[config.mk]
export PLATFORM = sky130hd
export DESIGN_NAME = matrix_keypad_scanner
export DESIGN_NICKNAME = d
export VERILOG_FILES = /design/src/mks_pkg.sv /design/src/matrix_keypad_scanner.sv /design/src/mks_scan.sv
export SDC_FILE = /design/constraint.sdc
export NUM_CORES = 1
export LEC_CHECK = 0
export BUFFER_PORTS_ARGS = -buffer_cell sky130_fd_sc_hd__buf_2
export CAP_MARGIN = 25
export CORE_MARGIN = 3
export CORE_UTILIZATION = 40
export DETAILED_ROUTE_END_ITERATION = 12
export SLEW_MARGIN = 15
export SYNTH_ARGS = -nofsm -noshare
export SYNTH_HDL_FRONTEND = slang
export SYNTH_HIERARCHICAL = 1
export SYNTH_SLANG_ARGS = --single-unit
[constraint.sdc]
create_clock -name clk -period 7.85 [get_ports clk]
set_clock_uncertainty 0.15 [all_clocks]
set_input_delay 0.3925 -clock clk [delete_from_list [all_inputs] [get_ports clk]]
set_output_delay 0.3925 -clock clk [all_outputs]
set_load 0.05 [all_outputs]
[src/mks_pkg.sv]
`timescale 1ns / 1ps

package mks_pkg;

  localparam int TickW  = 10;
  localparam int ColW   = 4;
  localparam int CharW  = 8;
  localparam int CfgIdxW = 2;

  localparam logic [CfgIdxW-1:0] REG_SETTLE   = 2'd0;
  localparam logic [CfgIdxW-1:0] REG_DEBOUNCE = 2'd1;
  localparam logic [CfgIdxW-1:0] REG_BEEP     = 2'd2;
  localparam logic [CfgIdxW-1:0] REG_POLL     = 2'd3;

  localparam logic [TickW-1:0] SETTLE_RST   = 10'd10;
  localparam logic [TickW-1:0] DEBOUNCE_RST = 10'd10;
  localparam logic [TickW-1:0] BEEP_RST     = 10'd100;
  localparam logic [TickW-1:0] POLL_RST     = 10'd20;

  localparam logic [CharW-1:0] NO_KEY   = 8'hFF;
  localparam logic [ColW-1:0]  ROWS_OFF = 4'hF;

  typedef enum logic [1:0] {
    PH_SETTLE,
    PH_DEBOUNCE,
    PH_BEEP,
    PH_RELEASE
  } phase_t;

  typedef struct packed {
    logic [TickW-1:0] settle_ticks;
    logic [TickW-1:0] debounce_ticks;
    logic [TickW-1:0] beep_ticks;
    logic [TickW-1:0] release_poll_ticks;
  } cfg_t;

  typedef struct packed {
    logic [ColW-1:0]  row_drive;
    logic             beep_on;
    logic             pass_done;
    logic [CharW-1:0] key_char;
  } res_t;

  typedef struct packed {
    logic       hit;
    logic [2:0] code;
  } col_code_t;

  // single column 0..3, column pairs 4..7 (0+1, 1+2, 0+2, 0+3), anything else no key
  function automatic col_code_t decode_cols(input logic [ColW-1:0] c);
    col_code_t r;
    r.hit = 1'b1;
    unique case (c)
      4'hE:    r.code = 3'd0;
      4'hD:    r.code = 3'd1;
      4'hB:    r.code = 3'd2;
      4'h7:    r.code = 3'd3;
      4'hC:    r.code = 3'd4;
      4'h9:    r.code = 3'd5;
      4'hA:    r.code = 3'd6;
      4'h6:    r.code = 3'd7;
      default: begin
        r.hit  = 1'b0;
        r.code = 3'd0;
      end
    endcase
    return r;
  endfunction

  function automatic logic [CharW-1:0] key_lookup(input logic [1:0] row,
                                                  input logic [1:0] col);
    logic [CharW-1:0] ch;
    unique case ({row, col})
      4'h0: ch = "1";
      4'h1: ch = "2";
      4'h2: ch = "3";
      4'h3: ch = "*";
      4'h4: ch = "4";
      4'h5: ch = "5";
      4'h6: ch = "6";
      4'h7: ch = "0";
      4'h8: ch = "7";
      4'h9: ch = "8";
      4'hA: ch = "9";
      4'hB: ch = "#";
      4'hC: ch = "*";
      4'hD: ch = "0";
      4'hE: ch = "#";
      default: ch = "#";
    endcase
    return ch;
  endfunction

endpackage

[src/matrix_keypad_scanner.sv]
`timescale 1ns / 1ps

// 4x4 matrix keypad scanner with debounce. Each input item is one 1 ms tick
// carrying the sampled column levels (active low); each item yields exactly
// one result item with the row drive for that tick, the beeper state, a
// pass-done flag and the last confirmed key character of the pass (255 when
// none). An item is taken every cycle: the scan state advances in one pass
// of logic and the result sits in an output register, so input is accepted
// whenever that register is empty or being emptied. Timing registers
// (settle, debounce, beep, release poll) are written through the cfg port,
// index 0..3; the user must write them only while idle (not enforced).

module matrix_keypad_scanner #(
  parameter int ROW_COUNT = 4
) (
  input  logic                          clk,
  input  logic                          rst_n,

  input  logic                          in_valid,
  output logic                          in_ready,
  input  logic [mks_pkg::ColW-1:0]      in_col_sample,

  output logic                          out_valid,
  input  logic                          out_ready,
  output logic [mks_pkg::ColW-1:0]      out_row_drive,
  output logic                          out_beep_on,
  output logic                          out_pass_done,
  output logic [mks_pkg::CharW-1:0]     out_key_char,

  input  logic                          cfg_valid,
  output logic                          cfg_ready,
  input  logic [mks_pkg::CfgIdxW-1:0]   cfg_index,
  input  logic [mks_pkg::TickW-1:0]     cfg_data
);
  import mks_pkg::*;

  cfg_t  cfg_r;
  res_t  res;
  res_t  res_r;
  logic  out_valid_r;
  logic  step;

  assign cfg_ready = 1'b1;
  assign in_ready  = !out_valid_r || out_ready;
  assign step      = in_valid && in_ready;

  always_ff @(posedge clk) begin
    if (!rst_n) begin
      cfg_r.settle_ticks       <= SETTLE_RST;
      cfg_r.debounce_ticks     <= DEBOUNCE_RST;
      cfg_r.beep_ticks         <= BEEP_RST;
      cfg_r.release_poll_ticks <= POLL_RST;
    end else if (cfg_valid) begin
      unique case (cfg_index)
        REG_SETTLE:   cfg_r.settle_ticks       <= cfg_data;
        REG_DEBOUNCE: cfg_r.debounce_ticks     <= cfg_data;
        REG_BEEP:     cfg_r.beep_ticks         <= cfg_data;
        REG_POLL:     cfg_r.release_poll_ticks <= cfg_data;
        default: ;
      endcase
    end
  end

  mks_scan #(
    .ROW_COUNT(ROW_COUNT)
  ) u_scan (
    .clk        (clk),
    .rst_n      (rst_n),
    .step       (step),
    .col_sample (in_col_sample),
    .cfg        (cfg_r),
    .res        (res)
  );

  always_ff @(posedge clk) begin
    if (!rst_n) begin
      out_valid_r <= 1'b0;
    end else if (in_ready) begin
      out_valid_r <= in_valid;
    end
  end

  always_ff @(posedge clk) begin
    if (step) begin
      res_r <= res;
    end
  end

  assign out_valid     = out_valid_r;
  assign out_row_drive = res_r.row_drive;
  assign out_beep_on   = res_r.beep_on;
  assign out_pass_done = res_r.pass_done;
  assign out_key_char  = res_r.key_char;

endmodule

[src/mks_scan.sv]
`timescale 1ns / 1ps

module mks_scan #(
  parameter int ROW_COUNT = 4
) (
  input  logic                       clk,
  input  logic                       rst_n,
  input  logic                       step,
  input  logic [mks_pkg::ColW-1:0]   col_sample,
  input  mks_pkg::cfg_t              cfg,
  output mks_pkg::res_t              res
);
  import mks_pkg::*;

  localparam int RowW = $clog2(ROW_COUNT);

  phase_t             phase_r, phase_nxt;
  logic [RowW-1:0]    row_r, row_nxt;
  logic [TickW-1:0]   timer_r, timer_nxt;
  logic [2:0]         first_r, first_nxt;
  logic [CharW-1:0]   pass_r, pass_nxt;

  col_code_t          cc;
  logic               row_end;
  logic               pass_wrap;
  logic               row_in_tab;
  logic [1:0]         row2;
  logic [CharW-1:0]   pass_upd;
  phase_t             ph_mid;
  logic [TickW-1:0]   tm_mid;

  assign cc         = decode_cols(col_sample);
  assign row_in_tab = (int'(row_r) < 4);
  assign row2       = 2'(row_r);
  assign pass_wrap  = (row_r == RowW'(ROW_COUNT - 1));

  // next state
  always_comb begin
    ph_mid    = phase_r;
    tm_mid    = timer_r;
    first_nxt = first_r;
    pass_upd  = pass_r;
    row_end   = 1'b0;
    unique case (phase_r)
      PH_SETTLE: begin
        if (timer_r < cfg.settle_ticks) begin
          tm_mid = timer_r + 1'b1;
        end else if (!cc.hit) begin
          row_end = 1'b1;
        end else begin
          first_nxt = cc.code;
          ph_mid    = PH_DEBOUNCE;
          tm_mid    = '0;
        end
      end
      PH_DEBOUNCE: begin
        if (timer_r < cfg.debounce_ticks) begin
          tm_mid = timer_r + 1'b1;
        end else if (cc.hit && cc.code == first_r) begin
          ph_mid = PH_BEEP;
          tm_mid = '0;
        end else begin
          row_end = 1'b1;
        end
      end
      PH_BEEP: begin
        if (timer_r < cfg.beep_ticks) begin
          tm_mid = timer_r + 1'b1;
        end else begin
          if (!first_r[2] && row_in_tab) begin
            pass_upd = key_lookup(row2, first_r[1:0]);
          end
          ph_mid = PH_RELEASE;
          tm_mid = cfg.release_poll_ticks;
        end
      end
      PH_RELEASE: ;
      default: ;
    endcase

    phase_nxt = ph_mid;
    timer_nxt = tm_mid;
    if (ph_mid == PH_RELEASE) begin
      if (tm_mid >= cfg.release_poll_ticks) begin
        if (!cc.hit) begin
          row_end = 1'b1;
        end else begin
          timer_nxt = TickW'(1);
        end
      end else begin
        timer_nxt = tm_mid + 1'b1;
      end
    end

    row_nxt  = row_r;
    pass_nxt = pass_upd;
    if (row_end) begin
      phase_nxt = PH_SETTLE;
      timer_nxt = '0;
      if (pass_wrap) begin
        row_nxt  = '0;
        pass_nxt = NO_KEY;
      end else begin
        row_nxt = row_r + 1'b1;
      end
    end
  end

  // outputs
  always_comb begin
    res.row_drive = row_in_tab ? ~(4'b0001 << row2) : ROWS_OFF;
    res.beep_on   = (phase_r == PH_BEEP) && (timer_r < cfg.beep_ticks);
    res.pass_done = row_end && pass_wrap;
    res.key_char  = pass_upd;
  end

  always_ff @(posedge clk) begin
    if (!rst_n) begin
      phase_r <= PH_SETTLE;
      row_r   <= '0;
      timer_r <= '0;
      first_r <= '0;
      pass_r  <= NO_KEY;
    end else if (step) begin
      phase_r <= phase_nxt;
      row_r   <= row_nxt;
      timer_r <= timer_nxt;
      first_r <= first_nxt;
      pass_r  <= pass_nxt;
    end
  end

endmodule
### Word level (Yosys, flattened, before mapping)

Memory sizes are Yosys's and may differ from the RTL's.
Cells that the tools add are included.

* flip-flop bits (word level): 80
* ROM bits: 80
* input bits: 21
* word-level logic and storage cells: 89
* memories: 1

Memories
* (name not given): depth 16, width 5, read ports 1, clocked after Yosys merged registers in 0, write ports 0, line mks_pkg.sv:73 `unique case ({row, col})`

* magnitude comparators: 4
* mux-type cells: 33
* equality and inequality tests: 16
* shift-type cells: 1
* bitwise logic cells: 2
* $add $sub $neg: 3
* reduce and logical (&&, ||, !) cells: 15

Operators by type and width (number)
* $mux 10: 9
* $mux 8: 5
* $lt 10x10->1: 3
* $pmux 10 s3: 1
* $eq 4x4->1 const B: 6
* $pmux 3 s7: 1
* $add 10x1->10 const B: 2
* $mux 2: 7
* $eq 2x2->1 const B: 5
* $ge 10x10->1: 1
* $reduce_and 2->1: 5
* $eq 4x3->1 const B: 2
* $mux 1: 8
* $reduce_or 8->1: 1
* $pmux 2 s3: 1
* $eq 2x1->1 const B: 2
* $logic_and 1x1->1: 4
* $logic_not 2->1: 2
* $not 4->4: 1
* $reduce_and 4->1: 1
* $shl 1x2->4 const A: 1
* $eq 3x3->1: 1
* $add 2x1->2 const B: 1
* $pmux 1 s2: 1
* 3 further kinds: 3

### Depth between registers and ports, before layout

* depth after elaboration: 11
* gate-level depth with buffers: 22

### Hierarchy

Netlist, hierarchy kept.

Modules (own cells, without submodules)
* mks_scan: cells an instance 440, times used 1, sequential area each 500.5 sq um, area each 3213.1 sq um
* matrix_keypad_scanner: cells an instance 176, times used 1, sequential area each 1241.2 sq um, area each 2042.0 sq um

### Worst setup path before layout

OpenSTA, ideal clock, no wires.

* path type: reg2reg
* start: reg u_scan.timer_r[2]
* end: reg u_scan.timer_r[3]
* stages on the path, launching flop included: 20
* setup slack: 3066 ps
* data arrival time: 4573 ps
* clock period less this slack: 4784 ps
* cell sequence: dfxtp_1 -> ha_1 -> a41oi_1 -> nor2_1 -> a211oi_2 -> nor2b_1 -> a211o_1 -> buf_6 -> a21o_1 -> a2111oi_4 -> inv_2 -> ha_1 -> a21oi_1 -> o21ai_0 -> a21o_1 -> a21oi_1 -> o21ai_1 -> or2_2 -> nor2_1 -> a32o_1

* word-level cells in the longest chain between the ends: 7

RTL lines
* from (decl): line mks_scan.sv:19 `logic [TickW-1:0] timer_r, timer_nxt;`
* from (signal assigned): line mks_scan.sv:127 `timer_r <= timer_nxt;`
* $add 10x1->10 (tied with other cells): line mks_scan.sv:47, mks_scan.sv:58, mks_scan.sv:68
* $mux 10 (tied with other cells): line mks_scan.sv:67 `if (timer_r < cfg.beep_ticks) begin`
* $pmux 10 s3 or $pmux 1 s2 (tied branches): line mks_scan.sv:44 `unique case (phase_r)`
* $add 10x1->10 (tied with other cells): line mks_scan.sv:91 `timer_nxt = tm_mid + 1'b1;`
* $mux 10 or $mux 1 (tied branches): line mks_scan.sv:84 `if (tm_mid >= cfg.release_poll_ticks) begin`
* $mux 10 or $mux 1 (tied branches): line mks_scan.sv:83 `if (ph_mid == PH_RELEASE) begin`
* $mux 10 *: line mks_scan.sv:97 `if (row_end) begin`

Every way passes the cells marked *; elsewhere a longest branch is shown, timed or not.
A chain may end at the register's enable or synchronous reset.

### Worst setup path after layout

Same ends and word-level chain as after synthesis.

==> results.txt <==
The top-area cell type share of the netlist area is 25.1%. The largest fanout of any net on the critical path is 10. The fraction of layout instances using a drive strength above 1 came out at 10.9%.

The first global-routing pass estimated 20700 µm of wire. The clock latency reported for the late side of the worst-skew pair is 0.35 ns. The synthesized netlist devotes 11.4% of its cell area to adder and majority cells. By area the synthesized netlist is led by sky130_fd_sc_hd__dfxtp_1 (25%), sky130_fd_sc_hd__ha_1 (11%), sky130_fd_sc_hd__mux2i_1 (8.4%). The final count of negative-setup-slack endpoints came out at 0. The kind of start point of the critical path is a flip-flop. In this run the post-CTS setup repair buffer count came out at 0.

Headroom to the max-slew limit came out at 44.1%. The hold violation total from the final report is 0. The power density relative to cell area came out at 160 mW/mm². The cell type with the largest total area after synthesis is sky130_fd_sc_hd__dfxtp_1. In this run the cell area of the synthesized design comes to 0.00526 mm².

The placeable core region is 0.0127 mm². The synthesized netlist devotes 0.333% of its cell area to XOR and XNOR gates. The post-layout worst setup margin is 2.07 ns. The post-route fraction of the period consumed by the critical path is 73.6%.

The launch point of the worst path is u_scan/timer_r[2]$_SDFFE_PN0P_. The detailed router's first-iteration violation count came out at 333. The netlist uses 66 different library cells. The share of the yosys chip area belonging to registers came out at 33.1%. The initial utilization of the core area, before any placement, comes to 41.3%. The vias after detailed routing is 4423.

The flow ran to the end, and the final reports show no timing, DRC or antenna violations. The die is 121 µm tall. The count of clock tree sinks is 80.

After layout, the minimum clock period comes to 5.78 ns. The fmax is 0.173 GHz. The commonest cells after synthesis are sky130_fd_sc_hd__nand2_1 (84), sky130_fd_sc_hd__dfxtp_1 (66), sky130_fd_sc_hd__inv_1 (60), sky130_fd_sc_hd__ha_1 (48), sky130_fd_sc_hd__mux2i_1 (44).

Clock tree synthesis selected as its root buffer the cell sky130_fd_sc_hd__clkbuf_16. At the end of routability-driven placement, the weighted congestion stood at 0.870. The clock slew seen by the registers of the worst setup and hold paths is 0.06 ns. The worst supply voltage drop on vdd is 0.000124 V.

Once layout is complete, the utilization of the core stands at 45.8%. TritonCTS built the clock tree. The number of primary I/O pins came out at 38. Counting tap cells, the placed design contains a total of 799 instances.

The setup slack at placement came out at 2.14 ns. The startpoint identified for the worst register-to-register timing path is u_scan/timer_r[2]$_SDFFE_PN0P_. The synthesized instance count came out at 616.

The number of rows created at floorplan is 41. The net count after synthesis came out at 685. Before antenna repair, the detailed router went through 5 iterations. The post-synthesis share of cell area spent on and, or, nand and nor gates came out at 20.9%. In this run the most critical hold path is launched from in_valid.

The buffer depth of the longest clock path is 2. The number of enable-type register cells in the synthesized netlist is 14. The number of fill cells is 1307. The mean instance size in the synthesized netlist is 8.53 µm². The number of design rule violations left after detail routing is 0.

The die covers 0.0145 mm². For the worst setup path, the data arrival time is 5.92 ns. In this run the worst hold path is classified as input pin to flip-flop. The share of async-settable or async-resettable flops after synthesis is 0%.

For this run, the slowest stage of the critical path takes 0.58 ns. In this run the static leakage power is 2.57 nW. The number of antenna violations at the first check in global routing was 0. The worst hold slack came out at 0.148 ns. Entering global routing, the biggest net connects 64 pins. The final total negative setup slack is 0 ns. At the worst endpoint, the required time is 7.99 ns. Post-CTS repair changed the size of 0 cells. The path type of the worst setup path is flip-flop to flip-flop. The global-route usage over all layers is 17.7%. The total count of max-transition violations in the final report is 0. Setup repair after global routing left no endpoint under its margin.

In the final routed layout, each cell accounts on average for 15.2 µm. For this run, the post-layout net count is 707. After global routing the overflow that remains totals 0.

The count of nets left with antenna violations once routing finished came out at 0. The via count of the first global-routing pass is 4244. The routed wire length is 12400 µm. During synthesis, Yosys emitted a total of 6 warnings.

After synthesis, the largest family of logic cells by area is simple AND/OR/NAND/NOR gates. The top flip-flop cell by instance count after synthesis is sky130_fd_sc_hd__dfxtp_1. The width of the die came out at 121 µm. The slowest stage of the critical path is the sky130_fd_sc_hd__dfxtp_1 cell. The mean number of vias per cell came out at 5.43. The number of storage elements in the synthesis netlist is 80. In this run, post-CTS hold repair placed 0 buffers. The type of element capturing the critical path is a flip-flop.

The count of input and output buffers came out at 36. The transition at the pin with the smallest max-transition slack came out at 0.837 ns. The number of CTS-inserted buffers is 9. sky130_fd_sc_hd__nand2_1 is the most common cell in the netlist.

The number of violations of the max-capacitance limit is 0. The number of antenna cells inserted came out at 0. The non-filler instance count after layout came out at 815. The share of the synthesized area in compound gates (AO/OA/AOI/OAI) came out at 17.4%. The portion of synthesized area spent on multiplexers is 9.67%. Summed over all nets, the half-perimeter wirelength after detailed placement is 9340 µm. The growth of design area from synthesis to finish came out at 10.8%. The critical path goes through ha_1 > a41oi_1 > nor2_1 > a211oi_2 > nor2b_1 > a211o_1 > a21o_1 > a2111oi_4 > inv_2 > ha_1 > a21oi_1 > o21ai_0 > a21o_1 > a21oi_1 > o21ai_1 > or2_2 > nor2_1 > a32o_1. The CTS H-tree depth came out at 3.
[worst paths after layout]
check | slack [ns] | cells past startpoint | to
hold reg to reg | 0.29 | 2 | u_scan/pass_r[6]$_SDFFE_PN1P_
setup / recovery | 2.07 | 18 | u_scan/timer_r[3]$_SDFFE_PN0P_
setup reg to reg | 2.07 | 18 | u_scan/timer_r[3]$_SDFFE_PN0P_
hold / removal | 0.15 | 3 | out_valid$_SDFFE_PN0P_
[placed cells by master (no fill, tap or decap), types with 10 or more instances in the layout]
cell type and n:
sky130_fd_sc_hd__nand2_1 84, sky130_fd_sc_hd__dfxtp_1 66, sky130_fd_sc_hd__inv_1 60, sky130_fd_sc_hd__ha_1 48, sky130_fd_sc_hd__mux2i_1 44, sky130_fd_sc_hd__buf_2 36, sky130_fd_sc_hd__a21oi_1 34, sky130_fd_sc_hd__nor2_1 31
sky130_fd_sc_hd__nor2b_1 17, sky130_fd_sc_hd__nand3_1 16, sky130_fd_sc_hd__o21ai_0 16, sky130_fd_sc_hd__nand2b_1 15, sky130_fd_sc_hd__edfxtp_1 14, sky130_fd_sc_hd__and2_1 11, sky130_fd_sc_hd__a211o_1 11, sky130_fd_sc_hd__a21o_1 10
sky130_fd_sc_hd__nand4_1 10
[stage by stage]
step	area (µm²)	total power [mW]
final	5820	0.932
after global routing	5820	0.968
after CTS	5820	0.943
after detailed placement	5520	0.523
after global placement	5520	0.521
after floorplan	5260	0.501
[per-layer routing]
| layer | global-route usage, % | routed length, µm | share of wire, % |
|---|---|---|---|
| met4 | 6.44 | 280 | 2.3 |
| met1 | 23.0 | 5900 | 47 |
| met2 | 28.8 | 5740 | 46 |
| met5 | 0 | 0 | 0 |
| met3 | 4.02 | 499 | 4.0 |
[state kept, by name, indices dropped and copies added, names as in the netlist]
register        cells
out_row_drive       4
out_beep_on         1
cfg_r              40
u_scan/row2         2
out_pass_done       1
u_scan/first_r      3
out_valid           1
u_scan/pass_r       8
u_scan/phase_r      2
u_scan/timer_r     10
out_key_char        8
[power breakdown]
group          leakage [nW]  switching, mW  total (mW)  internal (mW)
logic                  1.79         0.0526      0.0820         0.0294
registers             0.639        0.00639       0.433          0.426
clock network         0.150          0.171       0.418          0.246
total                  2.57          0.230       0.932          0.702
[final cells by class]
| cell class | instances | area, µm² | area share, % |
|---|---|---|---|
| repair buffers | 38 | 195 | 3.35 |
| inverters | 61 | 229 | 3.93 |
| flip-flops and latches | 80 | 1740 | 29.9 |
| clock buffers | 9 | 225 | 3.87 |
| well taps | 172 | 215 | 3.70 |
| clock inverters | 7 | 71.3 | 1.23 |
| multi-input cells | 448 | 3140 | 54.0 |
[critical path, delay by kind of cell, from the launching register on]
| kind | cells | cell delay (ns) |
|---|---|---|
| flip-flops | 1 | 0.58 |
| AO/OA/AOI/OAI | 11 | 3.29 |
| AND/OR/NAND/NOR | 4 | 0.91 |
| buffers and inverters | 1 | 0.15 |
| adder cells (fa/ha/maj) | 2 | 0.61 |
[logic make-up (layout without fill, tap and decap cells)]
logic type,count (synthesis),count (layout)
compound gates,129,129
xor+xnor,2,2
fa+ha+maj,48,48
buf+inv,88,115
flops,80,80
mux,49,49
other cells,1,1
simple gates,219,219
No activity file was read; power rests on OpenSTA's default activity.
